### config.mk
export PLATFORM = sky130hd
export DESIGN_NAME = avoid_point_table_top
export DESIGN_NICKNAME = d
export VERILOG_FILES = /design/src/rtl/core/apt_pkg.sv /design/src/rtl/core/apt_regs.sv /design/src/rtl/core/apt_datapath.sv /design/src/rtl/core/apt_ctrl.sv /design/src/rtl/core/avoid_point_table_top.sv
export SDC_FILE = /design/constraint.sdc
export NUM_CORES = 2
export LEC_CHECK = 0
export ABC_CLOCK_PERIOD_IN_PS = 10000
export BUFFER_PORTS_ARGS = -buffer_cell sky130_fd_sc_hd__clkbuf_2
export CORE_UTILIZATION = 35
export DETAILED_ROUTE_END_ITERATION = 8
export MAX_ROUTING_LAYER = met4
export PLACE_DENSITY = 0.56
export SYNTH_ARGS = -nofsm -noshare
export SYNTH_HDL_FRONTEND = slang
export SYNTH_SLANG_ARGS = --single-unit
### constraint.sdc
create_clock -name clk_i -period 10 [get_ports clk_i]
set_input_delay 0.5 -clock clk_i [delete_from_list [all_inputs] [get_ports clk_i]]
set_output_delay 0.5 -clock clk_i [all_outputs]
set_load 0.005 [all_outputs]
### src/rtl/core/apt_pkg.sv
`timescale 1ns / 1ps
// ----------------------------------------------------------------------------
// apt_pkg
// shared types and constants of the avoid point table
// ----------------------------------------------------------------------------
package apt_pkg;

  typedef enum logic [1:0] {
    OP_QUERY  = 2'd0,
    OP_ADD    = 2'd1,
    OP_REMOVE = 2'd2,
    OP_CLEAR  = 2'd3
  } op_e;

  localparam logic [1:0] REG_AVOID_RADIUS    = 2'd0;
  localparam logic [1:0] REG_MAX_ENTRIES     = 2'd1;
  localparam logic [1:0] REG_MATCH_TOLERANCE = 2'd2;

  localparam int unsigned APB_AW = 4;
  localparam int unsigned APB_DW = 32;

  localparam logic [31:0] AVOID_RADIUS_RST    = 32'd65536;
  localparam logic [4:0]  MAX_ENTRIES_RST     = 5'd16;
  localparam logic [15:0] MATCH_TOLERANCE_RST = 16'd66;

  // commands from the controller to the datapath
  typedef struct packed {
    logic load_point;
    logic rd_en;
    logic move;
    logic wr_add;
    logic flush;
    logic sel_tol;
  } cmd_t;

  // status from the datapath to the controller
  typedef struct packed {
    logic hit;
    logic busy;
  } status_t;

endpackage

### src/rtl/core/apt_regs.sv
`timescale 1ns / 1ps
// ----------------------------------------------------------------------------
// apt_regs
// configuration registers behind the apb port
// ----------------------------------------------------------------------------
module apt_regs (
  input  logic                       clk_i,
  input  logic                       rst_ni,
  input  logic                       psel,
  input  logic                       penable,
  input  logic                       pwrite,
  input  logic [apt_pkg::APB_AW-1:0] paddr,
  input  logic [apt_pkg::APB_DW-1:0] pwdata,
  output logic [apt_pkg::APB_DW-1:0] prdata,
  output logic                       pready,
  output logic [31:0]                avoid_radius_o,
  output logic [4:0]                 max_entries_o,
  output logic [15:0]                match_tolerance_o
);
  import apt_pkg::*;

  logic [31:0] avoid_radius_q;
  logic [4:0]  max_entries_q;
  logic [15:0] match_tolerance_q;
  logic        wr_en;
  logic [1:0]  reg_idx;

  assign pready  = 1'b1;
  assign wr_en   = psel & penable & pwrite & pready;
  assign reg_idx = paddr[3:2];

  always_ff @(posedge clk_i or negedge rst_ni) begin
    if (!rst_ni) begin
      avoid_radius_q    <= AVOID_RADIUS_RST;
      max_entries_q     <= MAX_ENTRIES_RST;
      match_tolerance_q <= MATCH_TOLERANCE_RST;
    end else if (wr_en) begin
      unique case (reg_idx)
        REG_AVOID_RADIUS:    avoid_radius_q    <= pwdata[31:0];
        REG_MAX_ENTRIES:     max_entries_q     <= pwdata[4:0];
        REG_MATCH_TOLERANCE: match_tolerance_q <= pwdata[15:0];
        default: ;
      endcase
    end
  end

  always_comb begin
    unique case (reg_idx)
      REG_AVOID_RADIUS:    prdata = APB_DW'(avoid_radius_q);
      REG_MAX_ENTRIES:     prdata = APB_DW'(max_entries_q);
      REG_MATCH_TOLERANCE: prdata = APB_DW'(match_tolerance_q);
      default:             prdata = '0;
    endcase
  end

  assign avoid_radius_o    = avoid_radius_q;
  assign max_entries_o     = max_entries_q;
  assign match_tolerance_o = match_tolerance_q;

endmodule

### src/rtl/core/apt_datapath.sv
`timescale 1ns / 1ps
// ----------------------------------------------------------------------------
// apt_datapath
// point store and pipelined manhattan distance compare
// ----------------------------------------------------------------------------
module apt_datapath #(
  parameter int unsigned CAPACITY    = 16,
  parameter int unsigned COORD_WIDTH = 32,
  localparam int unsigned AW = (CAPACITY > 1) ? $clog2(CAPACITY) : 1
) (
  input  logic                     clk_i,
  input  logic                     rst_ni,
  input  apt_pkg::cmd_t            cmd_i,
  input  logic [AW-1:0]            rd_addr_i,
  input  logic [AW-1:0]            wr_addr_i,
  input  logic [3*COORD_WIDTH-1:0] point_i,
  input  logic [31:0]              avoid_radius_i,
  input  logic [15:0]              match_tolerance_i,
  output apt_pkg::status_t         status_o,
  output logic [AW-1:0]            hit_idx_o
);
  import apt_pkg::*;

  localparam int unsigned CW    = COORD_WIDTH;
  localparam int unsigned PW    = 3 * CW;
  localparam int unsigned SUM_W = CW + 2;
  localparam int unsigned CMP_W = (SUM_W > 32) ? SUM_W : 32;

  logic [PW-1:0]    mem [CAPACITY];
  logic [PW-1:0]    point_q;
  logic [PW-1:0]    rd_data_q;
  logic             rd_v_q, ab_v_q, sm_v_q, mv_v_q;
  logic [AW-1:0]    rd_idx_q, ab_idx_q, sm_idx_q, mv_addr_q;
  logic signed [CW:0] diff [3];
  logic signed [CW:0] neg [3];
  logic [CW-1:0]    abs_d [3];
  logic [CW-1:0]    ab_q [3];
  logic [SUM_W-1:0] sum_d, sum_q;
  logic [CMP_W-1:0] thr;

  always_ff @(posedge clk_i) begin
    if (cmd_i.load_point) begin
      point_q <= point_i;
    end
  end

  // store: one write port, one registered read port
  always_ff @(posedge clk_i) begin
    if (cmd_i.wr_add) begin
      mem[wr_addr_i] <= point_q;
    end else if (mv_v_q) begin
      mem[mv_addr_q] <= rd_data_q;
    end
    if (cmd_i.rd_en) begin
      rd_data_q <= mem[rd_addr_i];
    end
  end

  always_ff @(posedge clk_i or negedge rst_ni) begin
    if (!rst_ni) begin
      rd_v_q <= 1'b0;
      ab_v_q <= 1'b0;
      sm_v_q <= 1'b0;
      mv_v_q <= 1'b0;
    end else begin
      rd_v_q <= cmd_i.rd_en & ~cmd_i.move & ~cmd_i.flush;
      ab_v_q <= rd_v_q & ~cmd_i.flush;
      sm_v_q <= ab_v_q & ~cmd_i.flush;
      mv_v_q <= cmd_i.rd_en & cmd_i.move;
    end
  end

  always_comb begin
    for (int k = 0; k < 3; k++) begin
      diff[k] = $signed({rd_data_q[k*CW+CW-1], rd_data_q[k*CW +: CW]})
              - $signed({point_q[k*CW+CW-1], point_q[k*CW +: CW]});
      neg[k]   = -diff[k];
      abs_d[k] = diff[k][CW] ? neg[k][CW-1:0] : diff[k][CW-1:0];
    end
  end

  assign sum_d = SUM_W'(ab_q[0]) + SUM_W'(ab_q[1]) + SUM_W'(ab_q[2]);

  always_ff @(posedge clk_i) begin
    rd_idx_q  <= rd_addr_i;
    mv_addr_q <= rd_addr_i - AW'(1);
    ab_idx_q  <= rd_idx_q;
    sm_idx_q  <= ab_idx_q;
    for (int k = 0; k < 3; k++) begin
      ab_q[k] <= abs_d[k];
    end
    sum_q <= sum_d;
  end

  assign thr = cmd_i.sel_tol ? CMP_W'(match_tolerance_i) : CMP_W'(avoid_radius_i);

  assign status_o.hit  = sm_v_q && (CMP_W'(sum_q) < thr);
  assign status_o.busy = rd_v_q | ab_v_q | sm_v_q;
  assign hit_idx_o     = sm_idx_q;

endmodule

### src/rtl/core/apt_ctrl.sv
`timescale 1ns / 1ps
// ----------------------------------------------------------------------------
// apt_ctrl
// command sequencer, fill count and result register
// ----------------------------------------------------------------------------
module apt_ctrl #(
  parameter int unsigned CAPACITY = 16,
  localparam int unsigned AW    = (CAPACITY > 1) ? $clog2(CAPACITY) : 1,
  localparam int unsigned CNT_W = $clog2(CAPACITY + 1)
) (
  input  logic              clk_i,
  input  logic              rst_ni,
  input  logic              s_valid_i,
  input  apt_pkg::op_e      s_op_i,
  output logic              s_ready_o,
  input  logic [4:0]        max_entries_i,
  output apt_pkg::cmd_t     cmd_o,
  output logic [AW-1:0]     rd_addr_o,
  output logic [AW-1:0]     wr_addr_o,
  input  apt_pkg::status_t  status_i,
  input  logic [AW-1:0]     hit_idx_i,
  output logic              m_valid_o,
  input  logic              m_ready_i,
  output logic              avoided_o,
  output logic              removed_o,
  output logic              flushed_o,
  output logic [CNT_W-1:0]  count_o
);
  import apt_pkg::*;

  localparam logic [2:0] ST_IDLE  = 3'd0;
  localparam logic [2:0] ST_SCAN  = 3'd1;
  localparam logic [2:0] ST_SHIFT = 3'd2;
  localparam logic [2:0] ST_ADD   = 3'd3;
  localparam logic [2:0] ST_RESP  = 3'd4;

  logic [2:0]       state_q, state_d;
  logic [CNT_W-1:0] fill_q, fill_d;
  logic [CNT_W-1:0] idx_q, idx_d;
  op_e              op_q, op_d;
  logic             avoid_q, avoid_d, rem_q, rem_d, flush_q, flush_d;
  logic             m_valid_q, m_valid_d;
  logic             out_avoid_q, out_rem_q, out_flush_q;
  logic [CNT_W-1:0] out_count_q;
  logic             load_out;
  logic             add_full;
  logic [CNT_W-1:0] limit;

  // zero counts as one, anything above the store depth as the depth
  always_comb begin
    if (max_entries_i == 5'd0) begin
      limit = CNT_W'(1);
    end else if (32'(max_entries_i) > 32'(CAPACITY)) begin
      limit = CNT_W'(CAPACITY);
    end else begin
      limit = CNT_W'(max_entries_i);
    end
  end

  always_comb begin
    state_d   = state_q;
    fill_d    = fill_q;
    idx_d     = idx_q;
    op_d      = op_q;
    avoid_d   = avoid_q;
    rem_d     = rem_q;
    flush_d   = flush_q;
    m_valid_d = m_valid_q;
    load_out  = 1'b0;
    add_full  = 1'b0;
    s_ready_o = 1'b0;
    rd_addr_o = '0;
    wr_addr_o = '0;
    cmd_o         = '0;
    cmd_o.sel_tol = (op_q == OP_REMOVE);

    if (m_valid_q && m_ready_i) begin
      m_valid_d = 1'b0;
    end

    unique case (state_q)
      ST_IDLE: begin
        s_ready_o = 1'b1;
        if (s_valid_i) begin
          cmd_o.load_point = 1'b1;
          op_d    = s_op_i;
          avoid_d = 1'b0;
          rem_d   = 1'b0;
          flush_d = 1'b0;
          idx_d   = '0;
          unique case (s_op_i) inside
            OP_QUERY, OP_REMOVE: state_d = ST_SCAN;
            OP_ADD:              state_d = ST_ADD;
            OP_CLEAR: begin
              fill_d  = '0;
              state_d = ST_RESP;
            end
          endcase
        end
      end
      ST_SCAN: begin
        if (status_i.hit) begin
          cmd_o.flush = 1'b1;
          if (op_q == OP_QUERY) begin
            avoid_d = 1'b1;
            state_d = ST_RESP;
          end else begin
            rem_d   = 1'b1;
            idx_d   = CNT_W'(hit_idx_i) + CNT_W'(1);
            state_d = ST_SHIFT;
          end
        end else if (idx_q == fill_q) begin
          if (!status_i.busy) begin
            state_d = ST_RESP;
          end
        end else begin
          cmd_o.rd_en = 1'b1;
          rd_addr_o   = idx_q[AW-1:0];
          idx_d       = idx_q + CNT_W'(1);
        end
      end
      ST_SHIFT: begin
        // close the gap, one entry moved down per cycle
        if (idx_q < fill_q) begin
          cmd_o.rd_en = 1'b1;
          cmd_o.move  = 1'b1;
          rd_addr_o   = idx_q[AW-1:0];
          idx_d       = idx_q + CNT_W'(1);
        end else begin
          fill_d  = fill_q - CNT_W'(1);
          state_d = ST_RESP;
        end
      end
      ST_ADD: begin
        add_full     = (fill_q >= limit);
        flush_d      = add_full;
        cmd_o.wr_add = 1'b1;
        wr_addr_o    = add_full ? '0 : fill_q[AW-1:0];
        fill_d       = add_full ? CNT_W'(1) : fill_q + CNT_W'(1);
        state_d      = ST_RESP;
      end
      ST_RESP: begin
        if (!m_valid_q || m_ready_i) begin
          load_out  = 1'b1;
          m_valid_d = 1'b1;
          state_d   = ST_IDLE;
        end
      end
      default: state_d = ST_IDLE;
    endcase
  end

  always_ff @(posedge clk_i or negedge rst_ni) begin
    if (!rst_ni) begin
      state_q   <= ST_IDLE;
      fill_q    <= '0;
      idx_q     <= '0;
      m_valid_q <= 1'b0;
    end else begin
      state_q   <= state_d;
      fill_q    <= fill_d;
      idx_q     <= idx_d;
      m_valid_q <= m_valid_d;
    end
  end

  always_ff @(posedge clk_i) begin
    op_q    <= op_d;
    avoid_q <= avoid_d;
    rem_q   <= rem_d;
    flush_q <= flush_d;
    if (load_out) begin
      out_avoid_q <= avoid_q;
      out_rem_q   <= rem_q;
      out_flush_q <= flush_q;
      out_count_q <= fill_q;
    end
  end

  assign m_valid_o = m_valid_q;
  assign avoided_o = out_avoid_q;
  assign removed_o = out_rem_q;
  assign flushed_o = out_flush_q;
  assign count_o   = out_count_q;

  a_fill_bound: assert property (@(posedge clk_i) disable iff (!rst_ni)
    32'(fill_q) <= 32'(CAPACITY))
    else $error("fill count above store depth");

  a_flags_onehot: assert property (@(posedge clk_i) disable iff (!rst_ni)
    m_valid_q |-> $onehot0({out_avoid_q, out_rem_q, out_flush_q}))
    else $error("more than one result flag set");

  a_idle_pipe_empty: assert property (@(posedge clk_i) disable iff (!rst_ni)
    (state_q == ST_IDLE) |-> !status_i.busy)
    else $error("compare pipe still busy while idle");

  a_clear_empties: assert property (@(posedge clk_i) disable iff (!rst_ni)
    (state_q == ST_IDLE && s_valid_i && s_op_i == OP_CLEAR) |=> (fill_q == '0))
    else $error("clear left entries behind");

  a_add_fills: assert property (@(posedge clk_i) disable iff (!rst_ni)
    (state_q == ST_ADD) |=> (fill_q != '0))
    else $error("add left the table empty");

endmodule

### src/rtl/core/avoid_point_table_top.sv
`timescale 1ns / 1ps
// ----------------------------------------------------------------------------
// avoid_point_table_top
// bounded table of 3d points with query, add, remove and clear requests
// ----------------------------------------------------------------------------
// One request is handled at a time, and the input is ready only while no
// request is in progress. Query and remove scan the stored points through a
// single read port of the point store, one point per cycle. A registered
// distance and compare pipe follows, and the scan waits for it to drain.
// A query stops at the first matching slot, and so does a remove; an empty
// table skips the scan. After a match in slot h of n stored points, a remove
// moves the n - h - 1 later points down one slot, one point per cycle, and
// then lowers the fill count. The result is held in an output register, so
// a finished request does not wait on the next one's input. Only a result
// that is still unread when the next request finishes holds that request
// back.
// ----------------------------------------------------------------------------
module avoid_point_table_top #(
  parameter int unsigned CAPACITY    = 16,
  parameter int unsigned COORD_WIDTH = 32,
  localparam int unsigned CNT_W  = $clog2(CAPACITY + 1),
  localparam int unsigned IN_W   = ((3 * COORD_WIDTH + 7) / 8) * 8,
  localparam int unsigned OUT_W  = ((3 + CNT_W + 7) / 8) * 8
) (
  input  logic                       clk_i,
  input  logic                       rst_ni,
  input  logic                       s_axis_tvalid,
  output logic                       s_axis_tready,
  input  logic [IN_W-1:0]            s_axis_tdata,   // px, py, pz
  input  logic [1:0]                 s_axis_tuser,   // op
  output logic                       m_axis_tvalid,
  input  logic                       m_axis_tready,
  output logic [OUT_W-1:0]           m_axis_tdata,   // is_avoided, removed,
                                                     // was_flushed, entry_count
  input  logic                       psel,
  input  logic                       penable,
  input  logic                       pwrite,
  input  logic [apt_pkg::APB_AW-1:0] paddr,
  input  logic [apt_pkg::APB_DW-1:0] pwdata,
  output logic [apt_pkg::APB_DW-1:0] prdata,
  output logic                       pready
);
  import apt_pkg::*;

  localparam int unsigned AW = (CAPACITY > 1) ? $clog2(CAPACITY) : 1;

  logic [31:0]      avoid_radius;
  logic [4:0]       max_entries;
  logic [15:0]      match_tolerance;
  cmd_t             cmd;
  status_t          status;
  logic [AW-1:0]    rd_addr, wr_addr, hit_idx;
  logic             avoided, removed, flushed;
  logic [CNT_W-1:0] count;
  op_e              op;

  assign op = op_e'(s_axis_tuser);

  apt_regs u_regs (
    .clk_i             (clk_i),
    .rst_ni            (rst_ni),
    .psel              (psel),
    .penable           (penable),
    .pwrite            (pwrite),
    .paddr             (paddr),
    .pwdata            (pwdata),
    .prdata            (prdata),
    .pready            (pready),
    .avoid_radius_o    (avoid_radius),
    .max_entries_o     (max_entries),
    .match_tolerance_o (match_tolerance)
  );

  apt_ctrl #(
    .CAPACITY (CAPACITY)
  ) u_ctrl (
    .clk_i         (clk_i),
    .rst_ni        (rst_ni),
    .s_valid_i     (s_axis_tvalid),
    .s_op_i        (op),
    .s_ready_o     (s_axis_tready),
    .max_entries_i (max_entries),
    .cmd_o         (cmd),
    .rd_addr_o     (rd_addr),
    .wr_addr_o     (wr_addr),
    .status_i      (status),
    .hit_idx_i     (hit_idx),
    .m_valid_o     (m_axis_tvalid),
    .m_ready_i     (m_axis_tready),
    .avoided_o     (avoided),
    .removed_o     (removed),
    .flushed_o     (flushed),
    .count_o       (count)
  );

  apt_datapath #(
    .CAPACITY    (CAPACITY),
    .COORD_WIDTH (COORD_WIDTH)
  ) u_datapath (
    .clk_i             (clk_i),
    .rst_ni            (rst_ni),
    .cmd_i             (cmd),
    .rd_addr_i         (rd_addr),
    .wr_addr_i         (wr_addr),
    .point_i           (s_axis_tdata[3*COORD_WIDTH-1:0]),
    .avoid_radius_i    (avoid_radius),
    .match_tolerance_i (match_tolerance),
    .status_o          (status),
    .hit_idx_o         (hit_idx)
  );

  assign m_axis_tdata = OUT_W'({count, flushed, removed, avoided});

endmodule

==> results.txt <==
In the synthesized netlist the dominant register cell turns out to be edfxtp_1. The number of clock sinks is 1958. The proportion of synthesized chip area in sequential cells is 0.676. The number of iterations in the first detailed-routing pass is 6. In the final design database the tool counted 7067 nets.

The maximum vdd ir drop came out at 0.000278 V. The core region is 239000 um2. The critical path is of the flip-flop to flip-flop type. The largest net degree at the start of global routing came out at 118. The overall via count from detail_route came out at 56361.

The maximum fanout along the worst path came out at 51. The post-CTS setup repair buffer count came out at 0. The final-report max-slew violation count is 0. The required time reported for the critical path endpoint came out at 10.57 ns.

STA classifies the critical path endpoint as a flip-flop. The number of distinct library cells after synthesis came out at 99. The number of antenna violations at the first check in global routing is 7.

The remaining max-slew budget at the tightest pin came out at 0.0897. The x dimension of the die came out at 493 um. Routability-driven placement finished with a final weighted congestion of 0.925.

The count of cells in the finished layout, fillers not included, comes to 10058. In this run, synthesis produced a sequential element count of 1958. The total overflow left after global routing is 0. The most frequent standard cell in the layout excluding fill and tap cells is edfxtp_1. The layout overhead on the synthesized area is 15.6%.

The floorplan step set the die height to 493 um. The flow ran to the end, and the final reports show no timing, DRC or antenna violations. The data arrival at the endpoint of the critical path is 7.60 ns. The clock root buffer is clkbuf_16.

The final setup TNS is 0 ns. The initial DRC count came out at 6826. TritonCTS built the clock tree. The total number of yosys warnings is 0. Leaving out fill and tap cells, the most frequent cells in the layout are 1741 x edfxtp_1, 677 x nand2_1, 418 x a21oi_1. The worst register-to-register path has a depth of 19. The share of synthesized flip-flops with an asynchronous set or reset is 0.0363.

For this run, the total global-route usage over all layers was measured as 0.224. The number of enable flip-flop cells after synthesis came out at 1741. The clock passes through at most 3 buffers. Based on the critical path, the design can be clocked at up to 142 MHz. The number of global-route vias before repair is 53651. The worst hold path depth is 5. The minimum clock period is 7.03 ns. The count of nets left with antenna violations once routing finished came out at 0.

The count of buffers from port buffering is 180. The first-pass GRT wire length came out at 382000 um. The HPWL after detailed placement came out at 154000 um. The total power density per cell area is 334 nW/um2. The number of H-tree branching levels came out at 4.

In this run the mean area of a mapped cell was 13.3 um2. After clock tree synthesis, the clock-pin slew on the worst setup and hold paths is 0.06 ns. The worst setup path is launched from a flip-flop. After floorplanning, the core was divided into 179 placement rows. The number of failing setup endpoints in the final timing report is 0. Counting the buffers created by CTS gives 195. The reported max-cap violation count came out at 0. During I/O placement, the number of pins put on the boundary was 184.

The cell area after technology mapping is 84400 um2. Of the available clock period, the critical path in the final layout requires 0.703. In this run, placement finished with an instance count of 9550. The clock reaches the later pin of the worst-skew pair after 0.87 ns.

For this design the static power due to leakage is 34.0 nW. At the pin with the least slew margin, the transition time is 1.36 ns. After detailed routing, the number of remaining DRC violations is 0. The min-delay analysis places its worst path in the category input pin to flip-flop.

Setup repair after global routing left no endpoint under its margin. The fraction of final layout cells with drive strength greater than 1 is 0.120. The post-detailed-routing wire length came out at 270000 um.

Counting every net in the synthesized netlist gives 6710. The die area came out at 243000 um2. The effective utilization at floorplan came out at 0.353. The smallest hold slack is 0.145 ns. The routed via count divided by cell count came out at 5.60.

The count of final hold-check violations was 0. The final routed wire length divided by cell count is 26.9 um. The synthesized instance count came out at 6355. On the final layout, the worst clock skew is 0.0438 ns.
## layout make-up
type | count | area, um2
fillers | 22140 | 141000
flip-flops and latches | 1958 | 57000
multi-input cells | 3891 | 25700
clock buffers | 249 | 5200
well taps | 3167 | 3960
repair buffers | 484 | 3720
clock inverters | 118 | 1140
inverters | 182 | 704
diodes | 9 | 22.5
## worst max-delay path, stage by stage (launching register included)
cell,delay [ns]
edfxtp_1,0.38
nand2b_2,0.61
mux2i_1,0.41
ha_1,0.29
a21o_1,0.16
a21o_1,0.17
a21oi_1,0.14
o21ai_0,0.12
a2111oi_0,0.41
nand2_1,0.20
o21bai_1,0.77
inv_2,0.30
nor2_4,0.26
buf_4,0.44
buf_4,0.73
nor3_4,0.33
buf_4,0.35
a221oi_1,0.37
o21a_1,0.15
a221oi_1,0.04
## final timing paths
check	startpoint	end	slack [ns]
worst max-delay path	u_ctrl.op_q[0]	u_datapath.rd_data_q[40]	2.97
worst min-delay path	s_axis_tvalid	u_ctrl.state_q[2]	0.15
worst max register to register	u_ctrl.op_q[0]	u_datapath.rd_data_q[40]	2.97
worst min register to register	u_datapath.ab_idx_q[2]	u_datapath.hit_idx_o[2]	0.33
max in group asynchronous	rst_ni	u_ctrl.idx_q[0]	8.96
min in group asynchronous	rst_ni	u_ctrl.m_valid_o	0.31
## what timing repair did
action | in CTS | in global routing
hold buffers | 132 | 0
endpoints found under the hold margin | 221 | 0
gates resized for setup | 0 | 0
## flip-flops by register name (all words and copies together) (netlist names), 16 cells and up
signal / count
u_datapath.mem: 1536
u_regs.match_tolerance_o: 16
u_datapath.sum_q: 34
u_datapath.point_q: 96
u_datapath.rd_data_q: 96
u_regs.avoid_radius_o: 32
u_datapath.ab_q: 96
## through the flow
step                 util  worst slack (ns)  cell area [um2]  total power [mW]
finish              0.408              2.97            97500              32.6
global route        0.408              2.46            97500              34.2
CTS                 0.408              2.92            97500              32.5
detailed placement  0.376              2.94            89800              25.2
global placement    0.376              2.77            89800              25.0
floorplan               -              3.12            84400              20.5
## kinds of logic (layout without fill, tap and decap cells)
kind of cell,Yosys count,in the layout,synth area share
and+or+nand+nor,1543,1543,0.0826
AOI/OAI and AO/OA,1603,1603,0.123
adders and majority gates,214,214,0.0322
other,1,10,0.0000445
muxes,309,309,0.0410
DFF,1958,1958,0.676
xor gates and xnor gates,221,221,0.0229
buffers and inverters,506,1033,0.0228
## report_power, final
| part | internal (mW) | total, mW | leakage (nW) | switching, mW |
|---|---|---|---|---|
| Clock | 4.04 | 7.26 | 3.08 | 3.22 |
| Sequential | 10.7 | 11.3 | 17.8 | 0.655 |
| Combinational | 4.84 | 14.0 | 13.1 | 9.13 |
## cell usage after synthesis, types with 21 or more instances
master,instances,area (um2)
and3_1,67,419
inv_1,176,661
mux2_2,84,946
a221oi_1,94,823
xnor2_1,145,1270
mux2i_1,204,2040
nor3_1,94,470
o2111ai_1,28,245
and2_1,39,244
nor4_1,22,138
nor2_1,329,1230
o21bai_1,23,173
a21oi_1,421,2110
nand4_1,29,181
clkbuf_1,283,1060
ha_1,209,2620
nand2_1,680,2550
o21ai_0,395,1980
a22oi_1,33,248
edfxtp_1,1741,52300
nor2b_1,31,194
o211ai_1,39,293
buf_1,33,124
dfxtp_1,146,2920
dfrtp_1,67,1680
or3_1,47,294
a211oi_1,63,473
o22ai_1,56,350
nand3_1,128,641
o221ai_1,52,455
mux4_2,21,473
a221o_1,26,260
o41ai_1,28,245
xor2_1,76,666
o21a_1,42,315
a31oi_1,68,425
a21o_1,94,706
## layer usage
metal,vias to the layer above,part of all wire,track usage
met5,-,0,-
met4,0,0.027,0.0624
met3,374,0.083,0.0343
met2,2583,0.46,0.348
met1,28429,0.43,0.304
li1,24975,-,-
Power figures use the tool's default switching activity.
